**src/hdl/rds_pkg.sv**
```systemverilog
// Shared types and constants for the RPN data stack.
`default_nettype none

package rds_pkg;

  // Defaults for the top level parameters
  localparam int DEPTH_DEF = 16;
  localparam int WIDTH_DEF = 32;

  // Fixed field widths on the ports
  localparam int OP_W      = 3;
  localparam int VAL_W     = 32;
  localparam int LVL_W     = 5;
  localparam int CNT_OUT_W = 5;
  localparam int STAT_W    = 2;

  // Operands needed by swap and over
  localparam int PAIR_NEEDED = 2;

  typedef enum logic [OP_W-1:0] {
    OP_PUSH,
    OP_DROP,
    OP_DUP,
    OP_SWAP,
    OP_OVER,
    OP_PICK,
    OP_ROLL,
    OP_ROLL_DOWN
  } op_t;

  typedef enum logic [STAT_W-1:0] {
    ST_DONE,
    ST_IGNORED,
    ST_OVERFLOW
  } stat_t;

  typedef enum logic [2:0] {
    S_IDLE,
    S_LOAD,
    S_SWAP,
    S_COPY,
    S_HOLD,
    S_MOVE,
    S_PLACE,
    S_WAIT
  } state_t;

endpackage

`default_nettype wire

```
**src/hdl/rds_ram.sv**
```systemverilog
// Generic single write, single read RAM with registered, read-first read data.
`default_nettype none

module rds_ram #(
  parameter int WIDTH = 32,
  parameter int DEPTH = 16
) (
  input  wire logic                     clk,
  input  wire logic                     we,
  input  wire logic [$clog2(DEPTH)-1:0] waddr,
  input  wire logic [WIDTH-1:0]         wdata,
  input  wire logic [$clog2(DEPTH)-1:0] raddr,
  output logic      [WIDTH-1:0]         rdata
);

  logic [WIDTH-1:0] mem [DEPTH];

  // read returns the old word when the same address is written in that cycle
  always_ff @(posedge clk) begin
    rdata <= mem[raddr];
    if (we) begin
      mem[waddr] <= wdata;
    end
  end

endmodule

`default_nettype wire

```
**src/hdl/rpn_data_stack.sv**
```systemverilog
// RPN data stack: push, drop, dup, swap, over, pick, roll, roll down on a RAM-held stack.
// Push, dup, drop to empty and every ignored/refused op need no RAM read; drop, swap, over
// and pick do one RAM read. Roll at level L>=2 first loads its bottom word into a holding
// register, roll down holds the top word: the single RAM port pair moves one word per cycle.
// Reset clears the count, the cached top word, the sequencer and the result valid flag;
// the cell RAM is not cleared and only its words below the count are used.
`default_nettype none

module rpn_data_stack #(
  parameter int STACK_DEPTH = rds_pkg::DEPTH_DEF,
  parameter int WORD_WIDTH  = rds_pkg::WIDTH_DEF
) (
  input  wire logic                           clk,
  input  wire logic                           rst_n,
  input  wire logic                           in_valid,
  output logic                                in_ready,
  input  wire logic [rds_pkg::OP_W-1:0]       in_operation,
  input  wire logic [rds_pkg::VAL_W-1:0]      in_push_value,
  input  wire logic [rds_pkg::LVL_W-1:0]      in_level,
  output logic                                out_valid,
  input  wire logic                           out_ready,
  output logic      [rds_pkg::VAL_W-1:0]      out_top_word,
  output logic      [rds_pkg::CNT_OUT_W-1:0]  out_entry_count,
  output logic      [rds_pkg::STAT_W-1:0]     out_status
);

  import rds_pkg::*;

  localparam int AW = $clog2(STACK_DEPTH);
  localparam int CW = $clog2(STACK_DEPTH + 1);
  localparam int LW = (CW > LVL_W) ? CW : LVL_W;

  state_t                st_r, st_nxt;
  logic [CW-1:0]         cnt_r, cnt_nxt;
  logic [WORD_WIDTH-1:0] top_r, top_nxt;
  stat_t                 stat_r, stat_nxt;
  logic [WORD_WIDTH-1:0] held_r, held_nxt;
  logic [AW-1:0]         rd_r, rd_nxt;
  logic [AW-1:0]         wr_r, wr_nxt;
  logic [CW-1:0]         rem_r, rem_nxt;
  logic                  up_r, up_nxt;

  logic                  out_valid_r;
  logic [VAL_W-1:0]      out_top_r;
  logic [CNT_OUT_W-1:0]  out_cnt_r;
  stat_t                 out_stat_r;

  logic                  mem_we;
  logic [AW-1:0]         mem_waddr;
  logic [WORD_WIDTH-1:0] mem_wdata;
  logic [AW-1:0]         mem_raddr;
  logic [WORD_WIDTH-1:0] mem_rdata;

  // decode of the offered item
  op_t                   op;
  logic                  acc;
  logic                  slot_free;
  logic                  full;
  logic                  empty;
  logic [LW-1:0]         lvl_w;
  logic [LW-1:0]         copy_lvl;
  logic                  lvl_ok;
  logic                  copy_ok;
  logic                  lvl_gt1;
  stat_t                 acc_stat;
  logic                  acc_multi;
  logic [AW-1:0]         base_a;
  logic [AW-1:0]         cnt_a;
  logic [AW-1:0]         cnt_m1_a;
  logic [AW-1:0]         cnt_m2_a;
  logic [WORD_WIDTH-1:0] value_w;
  logic                  done;

  rds_ram #(
    .WIDTH (WORD_WIDTH),
    .DEPTH (STACK_DEPTH)
  ) u_cells (
    .clk   (clk),
    .we    (mem_we),
    .waddr (mem_waddr),
    .wdata (mem_wdata),
    .raddr (mem_raddr),
    .rdata (mem_rdata)
  );

  assign in_ready        = (st_r == S_IDLE);
  assign acc             = in_valid && in_ready;
  assign slot_free       = !out_valid_r || out_ready;
  assign out_valid       = out_valid_r;
  assign out_top_word    = out_top_r;
  assign out_entry_count = out_cnt_r;
  assign out_status      = out_stat_r;

  always_comb begin
    op       = op_t'(in_operation);
    full     = (cnt_r == CW'(STACK_DEPTH));
    empty    = (cnt_r == '0);
    lvl_w    = LW'(in_level);
    value_w  = WORD_WIDTH'(in_push_value);
    cnt_a    = AW'(cnt_r);
    cnt_m1_a = AW'(cnt_r - CW'(1));
    cnt_m2_a = AW'(cnt_r - CW'(2));
    base_a   = AW'(LW'(cnt_r) - lvl_w);
    lvl_ok   = (lvl_w != '0) && (lvl_w <= LW'(cnt_r));
    lvl_gt1  = (lvl_w > LW'(1));
    case (op)
      OP_DUP:  copy_lvl = LW'(1);
      OP_OVER: copy_lvl = LW'(PAIR_NEEDED);
      default: copy_lvl = lvl_w;
    endcase
    copy_ok = (copy_lvl != '0) && (copy_lvl <= LW'(cnt_r));

    acc_stat  = ST_DONE;
    acc_multi = 1'b0;
    case (op)
      OP_PUSH: begin
        if (full) acc_stat = ST_OVERFLOW;
      end
      OP_DROP: begin
        if (empty) acc_stat = ST_IGNORED;
        acc_multi = (cnt_r >= CW'(PAIR_NEEDED));
      end
      OP_DUP: begin
        if (!copy_ok) acc_stat = ST_IGNORED;
        else if (full) acc_stat = ST_OVERFLOW;
      end
      OP_SWAP: begin
        if (cnt_r < CW'(PAIR_NEEDED)) acc_stat = ST_IGNORED;
        acc_multi = 1'b1;
      end
      OP_OVER, OP_PICK: begin
        if (!copy_ok) acc_stat = ST_IGNORED;
        else if (full) acc_stat = ST_OVERFLOW;
        acc_multi = 1'b1;
      end
      OP_ROLL, OP_ROLL_DOWN: begin
        if (!lvl_ok) acc_stat = ST_IGNORED;
        acc_multi = lvl_gt1;
      end
      default: begin
        acc_stat = ST_IGNORED;
      end
    endcase
    if (acc_stat != ST_DONE) acc_multi = 1'b0;
  end

  // next state
  always_comb begin
    st_nxt = st_r;
    case (st_r)
      S_IDLE: begin
        if (acc) begin
          if (!acc_multi) begin
            st_nxt = slot_free ? S_IDLE : S_WAIT;
          end else begin
            case (op)
              OP_DROP:          st_nxt = S_LOAD;
              OP_SWAP:          st_nxt = S_SWAP;
              OP_OVER, OP_PICK: st_nxt = S_COPY;
              OP_ROLL:          st_nxt = S_HOLD;
              OP_ROLL_DOWN:     st_nxt = S_MOVE;
              default:          st_nxt = S_WAIT;
            endcase
          end
        end
      end
      S_LOAD, S_SWAP, S_COPY, S_PLACE, S_WAIT: begin
        st_nxt = slot_free ? S_IDLE : S_WAIT;
      end
      S_HOLD: begin
        st_nxt = S_MOVE;
      end
      S_MOVE: begin
        if (rem_r == '0) st_nxt = S_PLACE;
      end
      default: begin
        st_nxt = S_IDLE;
      end
    endcase
  end

  // datapath and RAM control
  always_comb begin
    cnt_nxt   = cnt_r;
    top_nxt   = top_r;
    stat_nxt  = stat_r;
    held_nxt  = held_r;
    rd_nxt    = rd_r;
    wr_nxt    = wr_r;
    rem_nxt   = rem_r;
    up_nxt    = up_r;
    mem_we    = 1'b0;
    mem_waddr = wr_r;
    mem_wdata = mem_rdata;
    mem_raddr = rd_r;
    done      = 1'b0;
    case (st_r)
      S_IDLE: begin
        if (acc) begin
          stat_nxt = acc_stat;
          done     = !acc_multi;
          if (acc_stat == ST_DONE) begin
            case (op)
              OP_PUSH: begin
                mem_we    = 1'b1;
                mem_waddr = cnt_a;
                mem_wdata = value_w;
                top_nxt   = value_w;
                cnt_nxt   = cnt_r + CW'(1);
              end
              OP_DROP: begin
                cnt_nxt   = cnt_r - CW'(1);
                mem_raddr = cnt_m2_a;
                if (!acc_multi) top_nxt = '0;
              end
              OP_DUP: begin
                mem_we    = 1'b1;
                mem_waddr = cnt_a;
                mem_wdata = top_r;
                cnt_nxt   = cnt_r + CW'(1);
              end
              OP_SWAP: begin
                // read-first RAM: old second word comes back next cycle
                mem_raddr = cnt_m2_a;
                mem_we    = 1'b1;
                mem_waddr = cnt_m2_a;
                mem_wdata = top_r;
              end
              OP_OVER, OP_PICK: begin
                mem_raddr = AW'(LW'(cnt_r) - copy_lvl);
              end
              OP_ROLL: begin
                mem_raddr = base_a;
                rd_nxt    = base_a + AW'(1);
                wr_nxt    = base_a;
                rem_nxt   = CW'(lvl_w - LW'(2));
                up_nxt    = 1'b1;
              end
              OP_ROLL_DOWN: begin
                mem_raddr = cnt_m2_a;
                rd_nxt    = cnt_m2_a - AW'(1);
                wr_nxt    = cnt_m1_a;
                rem_nxt   = CW'(lvl_w - LW'(2));
                held_nxt  = top_r;
                up_nxt    = 1'b0;
              end
              default: begin
              end
            endcase
          end
        end
      end
      S_LOAD: begin
        top_nxt = mem_rdata;
        done    = 1'b1;
      end
      S_SWAP: begin
        mem_we    = 1'b1;
        mem_waddr = cnt_m1_a;
        top_nxt   = mem_rdata;
        done      = 1'b1;
      end
      S_COPY: begin
        mem_we    = 1'b1;
        mem_waddr = cnt_a;
        top_nxt   = mem_rdata;
        cnt_nxt   = cnt_r + CW'(1);
        done      = 1'b1;
      end
      S_HOLD: begin
        held_nxt = mem_rdata;
        rd_nxt   = rd_r + AW'(1);
      end
      S_MOVE: begin
        // write the word read last cycle, issue the next read
        mem_we = 1'b1;
        wr_nxt = up_r ? (wr_r + AW'(1)) : (wr_r - AW'(1));
        if (wr_r == cnt_m1_a) top_nxt = mem_rdata;
        if (rem_r != '0) begin
          rd_nxt  = up_r ? (rd_r + AW'(1)) : (rd_r - AW'(1));
          rem_nxt = rem_r - CW'(1);
        end
      end
      S_PLACE: begin
        mem_we    = 1'b1;
        mem_wdata = held_r;
        if (up_r) top_nxt = held_r;
        done      = 1'b1;
      end
      S_WAIT: begin
        done = 1'b1;
      end
      default: begin
      end
    endcase
  end

  always_ff @(posedge clk) begin
    if (!rst_n) begin
      st_r        <= S_IDLE;
      cnt_r       <= '0;
      top_r       <= '0;
      stat_r      <= ST_DONE;
      out_valid_r <= 1'b0;
    end else begin
      st_r   <= st_nxt;
      cnt_r  <= cnt_nxt;
      top_r  <= top_nxt;
      stat_r <= stat_nxt;
      if (done && slot_free) begin
        out_valid_r <= 1'b1;
      end else if (out_ready) begin
        out_valid_r <= 1'b0;
      end
    end
  end

  always_ff @(posedge clk) begin
    held_r <= held_nxt;
    rd_r   <= rd_nxt;
    wr_r   <= wr_nxt;
    rem_r  <= rem_nxt;
    up_r   <= up_nxt;
    if (done && slot_free) begin
      out_top_r  <= VAL_W'(top_nxt);
      out_cnt_r  <= CNT_OUT_W'(cnt_nxt);
      out_stat_r <= stat_nxt;
    end
  end

  a_cnt_bound: assert property (@(posedge clk) disable iff (!rst_n)
    cnt_r <= CW'(STACK_DEPTH))
    else $error("stack count above depth");

  a_push_count: assert property (@(posedge clk) disable iff (!rst_n)
    (acc && op == OP_PUSH && !full) |=> (cnt_r == $past(cnt_r) + CW'(1)))
    else $error("accepted push did not bump the count");

  a_write_live: assert property (@(posedge clk) disable iff (!rst_n)
    mem_we |-> (CW'(mem_waddr) < cnt_nxt))
    else $error("cell write above the stack top");

  a_roll_keeps_count: assert property (@(posedge clk) disable iff (!rst_n)
    (st_r == S_HOLD || st_r == S_MOVE) |=> $stable(cnt_r))
    else $error("count changed during roll");

endmodule

`default_nettype wire

```
**config.mk**
```make
export PLATFORM = sky130hd
export DESIGN_NAME = rpn_data_stack
export DESIGN_NICKNAME = d
export VERILOG_FILES = /design/src/hdl/rds_pkg.sv /design/src/hdl/rds_ram.sv /design/src/hdl/rpn_data_stack.sv
export SDC_FILE = /design/constraint.sdc
export NUM_CORES = 1
export LEC_CHECK = 0
export BUFFER_PORTS_ARGS = -buffer_cell sky130_fd_sc_hd__buf_2
export CAP_MARGIN = 30
export CORE_MARGIN = 2
export CORE_UTILIZATION = 30
export DETAILED_ROUTE_END_ITERATION = 16
export SLEW_MARGIN = 25
export SYNTH_ARGS = -nofsm -noshare
export SYNTH_HDL_FRONTEND = slang
export SYNTH_SLANG_ARGS = --single-unit
```
**constraint.sdc**
```tcl
create_clock -name clk -period 9.5 [get_ports clk]
set_clock_uncertainty 0.2 [all_clocks]
set_input_delay 0.95 -clock clk [delete_from_list [all_inputs] [get_ports clk]]
set_output_delay 0.95 -clock clk [all_outputs]
set_load 0.01 [all_outputs]
```
==> impl_metrics.prom <==
# TYPE chip_impl_metric gauge
chip_impl_metric{name="buffer_ports.inserted",unit=""} 84
chip_impl_metric{name="yosys_warnings",unit=""} 0
chip_impl_metric{name="net_count_after_synthesis",unit=""} 2429
chip_impl_metric{name="gp_congestion",unit=""} 0.8696
chip_impl_metric{name="insertion_delay",unit="ns"} 0.62
chip_impl_metric{name="grt_pass1_vias",unit=""} 19589
chip_impl_metric{name="dr_total_vias",unit=""} 20557
chip_impl_info{name="layout_commonest_cell",value="sky130_fd_sc_hd__edfxtp_1"} 1
chip_impl_metric{name="path_max_fanout",unit=""} 74
chip_impl_metric{name="grtUsageTotal",unit=""} 0.1617
chip_impl_metric{name="dieHeight",unit="µm"} 321.1
chip_impl_metric{name="final_net_count",unit=""} 2474
chip_impl_metric{name="leakage",unit="nW"} 11.68
chip_impl_metric{name="drt_iter0_markers",unit=""} 2360
chip_impl_metric{name="p_sw",unit="mW"} 4.669
chip_impl_metric{name="leftover_overflow_at_the_end_of_global_routing",unit=""} 0
chip_impl_metric{name="p_seq_frac",unit=""} 0.388
chip_impl_metric{name="power_density",unit="nW/µm²"} 349.7
chip_impl_info{name="cts_tree",value="done"} 1
chip_impl_info{name="clock_tree_root_buffer_cell",value="sky130_fd_sc_hd__clkbuf_16"} 1
chip_impl_metric{name="synth_enable_flop_cells",unit=""} 597
chip_impl_metric{name="grt_start_max_net_pins",unit=""} 75
chip_impl_metric{name="achievable-frequency",unit="GHz"} 0.1620
chip_impl_metric{name="synth_seq_cells",unit=""} 672
chip_impl_metric{name="share_clk_of_total_power",unit=""} 0.224
chip_impl_metric{name="wl_final",unit="µm"} 85490
chip_impl_metric{name="final.min_clock_period",unit="ns"} 6.174
chip_impl_metric{name="number_of_library_cell_types_mapped_by_synthesis",unit=""} 70
chip_impl_metric{name="post_cts.repair.setup_buffers",unit=""} 0
chip_impl_metric{name="drtAntennaViolNets",unit=""} 0
chip_impl_info{name="ys.flop_type",value="sky130_fd_sc_hd__edfxtp_1"} 1
chip_impl_metric{name="postSynthCellCount",unit=""} 2349
chip_impl_info{name="critPathCaptureType",value="flop"} 1
chip_impl_metric{name="comb_power_share",unit=""} 0.389
chip_impl_metric{name="cap_viol_max_count",unit=""} 0
chip_impl_metric{name="initial_core_util",unit=""} 0.3021
chip_impl_info{name="cp_launch_type",value="input port"} 1
chip_impl_metric{name="slew-limit-headroom",unit=""} 0.3454
chip_impl_info{name="timing.hold.worst.class",value="reg2reg"} 1
chip_impl_metric{name="worst_ep_arrival_time",unit="ns"} 6.46
chip_impl_metric{name="core",unit="µm²"} 99860
chip_impl_metric{name="clk_slew_on_worst_s_h_paths",unit="ns"} 0.06
chip_impl_metric{name="syn_area",unit="µm²"} 30160
chip_impl_metric{name="final_count_of_pins_violating_max_slew",unit=""} 0
chip_impl_metric{name="fraction_of_final_layout_cells_with_drive_strength_greater_than_1",unit=""} 0.1567
chip_impl_metric{name="sw_frac_of_total",unit=""} 0.3864
chip_impl_metric{name="layout.filler_cells",unit=""} 9648
chip_impl_metric{name="finalCritPeriodShare",unit=""} 0.6499
chip_impl_info{name="setup.worst_path.class",value="in2reg"} 1
chip_impl_metric{name="worst_ep_required_time",unit="ns"} 9.79
chip_impl_metric{name="vdd.ir_drop.worst",unit="mV"} 0.2149
chip_impl_metric{name="internal_power_contribution",unit="mW"} 7.414
chip_impl_metric{name="max-clock-path-buffers",unit=""} 3
chip_impl_metric{name="place.detailed.hpwl",unit="µm"} 49140
chip_impl_metric{name="yosysSeqAreaShare",unit=""} 0.6441
chip_impl_metric{name="clock-sinks",unit=""} 672
chip_impl_metric{name="drt_first_pass_iters",unit=""} 5
chip_impl_metric{name="utilization",unit=""} 0.3461
chip_impl_metric{name="antenna_found_initial",unit=""} 3
chip_impl_metric{name="timing_hold_violations_final",unit=""} 0
chip_impl_info{name="most_frequent_cells_in_the_layout",value="597 x sky130_fd_sc_hd__edfxtp_1, 193 x sky130_fd_sc_hd__o21ai_0, 189 x sky130_fd_sc_hd__nor2_1"} 1
chip_impl_metric{name="tightest_slew",unit="ns"} 0.9572
chip_impl_info{name="rsz0062_at_grt",value="no"} 1
chip_impl_metric{name="synth-async-reset-ratio",unit=""} 0
chip_impl_metric{name="drcViolationCount",unit=""} 0
chip_impl_metric{name="tns",unit="ns"} 0
chip_impl_metric{name="number_of_buffers_inserted_for_hold_repair_after_clock_tree_synthesis",unit=""} 0
chip_impl_metric{name="boundaryPins",unit=""} 85
chip_impl_metric{name="flow.area_growth_from_synthesis",unit="%"} 14.57
chip_impl_metric{name="route.detailed.wl_per_inst",unit="µm"} 22.80
chip_impl_metric{name="synthesized_area_divided_by_synthesized_cell_count",unit="µm²"} 12.84
chip_impl_metric{name="die_width",unit="µm"} 321.1
chip_impl_info{name="run_status",value="finished, final reports clean"} 1
chip_impl_metric{name="die_outline_area",unit="µm²"} 103100
chip_impl_metric{name="cts_buffers",unit=""} 68
chip_impl_metric{name="grt_first_pass_wirelength",unit="µm"} 126300
chip_impl_metric{name="drt-vias-per-instance",unit=""} 5.483
chip_impl_metric{name="cts_resized",unit=""} 0
chip_impl_metric{name="std_cell_rows",unit=""} 116
chip_impl_metric{name="htree_num_levels",unit=""} 3
chip_impl_metric{name="setup_viol",unit=""} 0
-- cells in the mapped netlist, types with 19 or more instances --
cell	n	share of area
sky130_fd_sc_hd__edfxtp_1	597	0.59
sky130_fd_sc_hd__nor2_1	209	0.026
sky130_fd_sc_hd__o21ai_0	194	0.032
sky130_fd_sc_hd__a21oi_1	183	0.030
sky130_fd_sc_hd__mux2i_1	132	0.044
sky130_fd_sc_hd__clkbuf_1	127	0.016
sky130_fd_sc_hd__nand3_1	124	0.021
sky130_fd_sc_hd__mux2_2	86	0.032
sky130_fd_sc_hd__dfxtp_1	75	0.050
sky130_fd_sc_hd__a221o_1	63	0.021
sky130_fd_sc_hd__nand2_1	52	0.0065
sky130_fd_sc_hd__nor3_1	44	0.0073
sky130_fd_sc_hd__o22ai_1	39	0.0081
sky130_fd_sc_hd__ha_1	33	0.014
sky130_fd_sc_hd__a2111oi_0	32	0.0093
sky130_fd_sc_hd__a22oi_1	32	0.0080
sky130_fd_sc_hd__inv_1	32	0.0040
sky130_fd_sc_hd__nor4b_1	32	0.0093
sky130_fd_sc_hd__o22a_1	32	0.0093
sky130_fd_sc_hd__buf_2	19	0.0032
-- per-layer routing --
metal  global-route usage  part of all wire  up-vias  wire (µm)
met3              0.02537             0.069      132       5920
met4              0.05618             0.026        0       2200
li1                     -                 -     9211          -
met5                    0                 0        -          0
met2               0.2686              0.48      842      40720
met1               0.2142              0.43    10372      36650
-- power groups by stage --
stage / Sequential [mW] / Clock, mW / Combinational [mW]
3_3_place_gp: 4.72 / 0 / 4.57
4_1_cts: 4.67 / 2.76 / 4.66
5_1_grt: 4.73 / 2.86 / 5.11
6_report: 4.68 / 2.70 / 4.70
2_1_floorplan: 4.63 / 0 / 3.10
3_5_place_dp: 4.73 / 0 / 4.64
-- final timing paths --
kind                   startpoint                end  slack [ns]  depth (start not counted)
hold reg to reg         stat_r[1]      out_status[1]        0.35                          2
setup / recovery  in_operation[2]  u_cells.rdata[15]        3.33                         16
hold / removal          stat_r[1]      out_status[1]        0.35                          2
setup reg to reg         cnt_r[0]  u_cells.rdata[15]        3.57                         12
-- area by class of cell --
| type | count | area (µm²) | area share |
|---|---|---|---|
| Antenna cell | 1 | 2.502 | 0.00007241 |
| Clock buffer | 88 | 1859 | 0.05380 |
| Clock inverter | 38 | 406.6 | 0.01177 |
| Inverter | 33 | 123.9 | 0.003584 |
| Multi-Input combinational cell | 1480 | 10240 | 0.2962 |
| Sequential cell | 672 | 19430 | 0.5623 |
| Tap cell | 1298 | 1624 | 0.04700 |
| Timing Repair Buffer | 139 | 873.3 | 0.02527 |
-- metrics by stage --
step	instances	setup WS (ns)	hold WS, ns	total power, mW	area [µm²]
final	3749	3.326	0.3495	12.08	34560
after CTS	3746	3.365	0.3546	12.08	34500
after global routing	3749	2.948	0.4099	12.70	34560
after global placement	3620	2.854	0.3296	9.290	32230
after floorplan	2349	3.569	0.3025	7.729	30160
after detailed placement	3620	2.731	0.3411	9.363	32230
-- state kept, by name (all words and copies together) (netlist names) --
register / count
rem_r: 5
stat_r: 2
out_valid: 1
out_top_word: 32
out_entry_count: 5
st_r: 3
out_status: 2
wr_r: 4
top_r: 32
up_r: 1
cnt_r: 5
u_cells.rdata: 32
u_cells.mem: 512
rd_r: 4
held_r: 32
-- cells by family (layout without fill, tap and decap cells) --
family / after synthesis / after routing / share of synthesized area
adders and majority gates: 36 / 36 / 0.01568
buffers and inverters: 197 / 298 / 0.02618
and+or+nand+nor: 547 / 547 / 0.08985
xor gates and xnor gates: 28 / 28 / 0.008586
DFF: 672 / 672 / 0.6441
muxes: 229 / 229 / 0.08002
other: 0 / 1 / 0
AOI/OAI and AO/OA: 640 / 640 / 0.1356
-- worst max-delay path, cell delays in order --
cell and delay (ns):
sky130_fd_sc_hd__buf_2 0.33, sky130_fd_sc_hd__nand2b_1 0.28, sky130_fd_sc_hd__a21oi_1 0.36, sky130_fd_sc_hd__nand2b_1 0.18
sky130_fd_sc_hd__inv_1 0.05, sky130_fd_sc_hd__ha_1 0.33, sky130_fd_sc_hd__nand4_1 0.11, sky130_fd_sc_hd__or2_2 0.30
sky130_fd_sc_hd__nand3_1 0.17, sky130_fd_sc_hd__nand2_2 0.14, sky130_fd_sc_hd__or3_4 0.63, sky130_fd_sc_hd__nand2_8 0.65
sky130_fd_sc_hd__buf_4 0.68, sky130_fd_sc_hd__mux2_1 0.38, sky130_fd_sc_hd__a2111oi_0 0.47, sky130_fd_sc_hd__or3b_1 0.38
(Power assumes the default switching activity.)
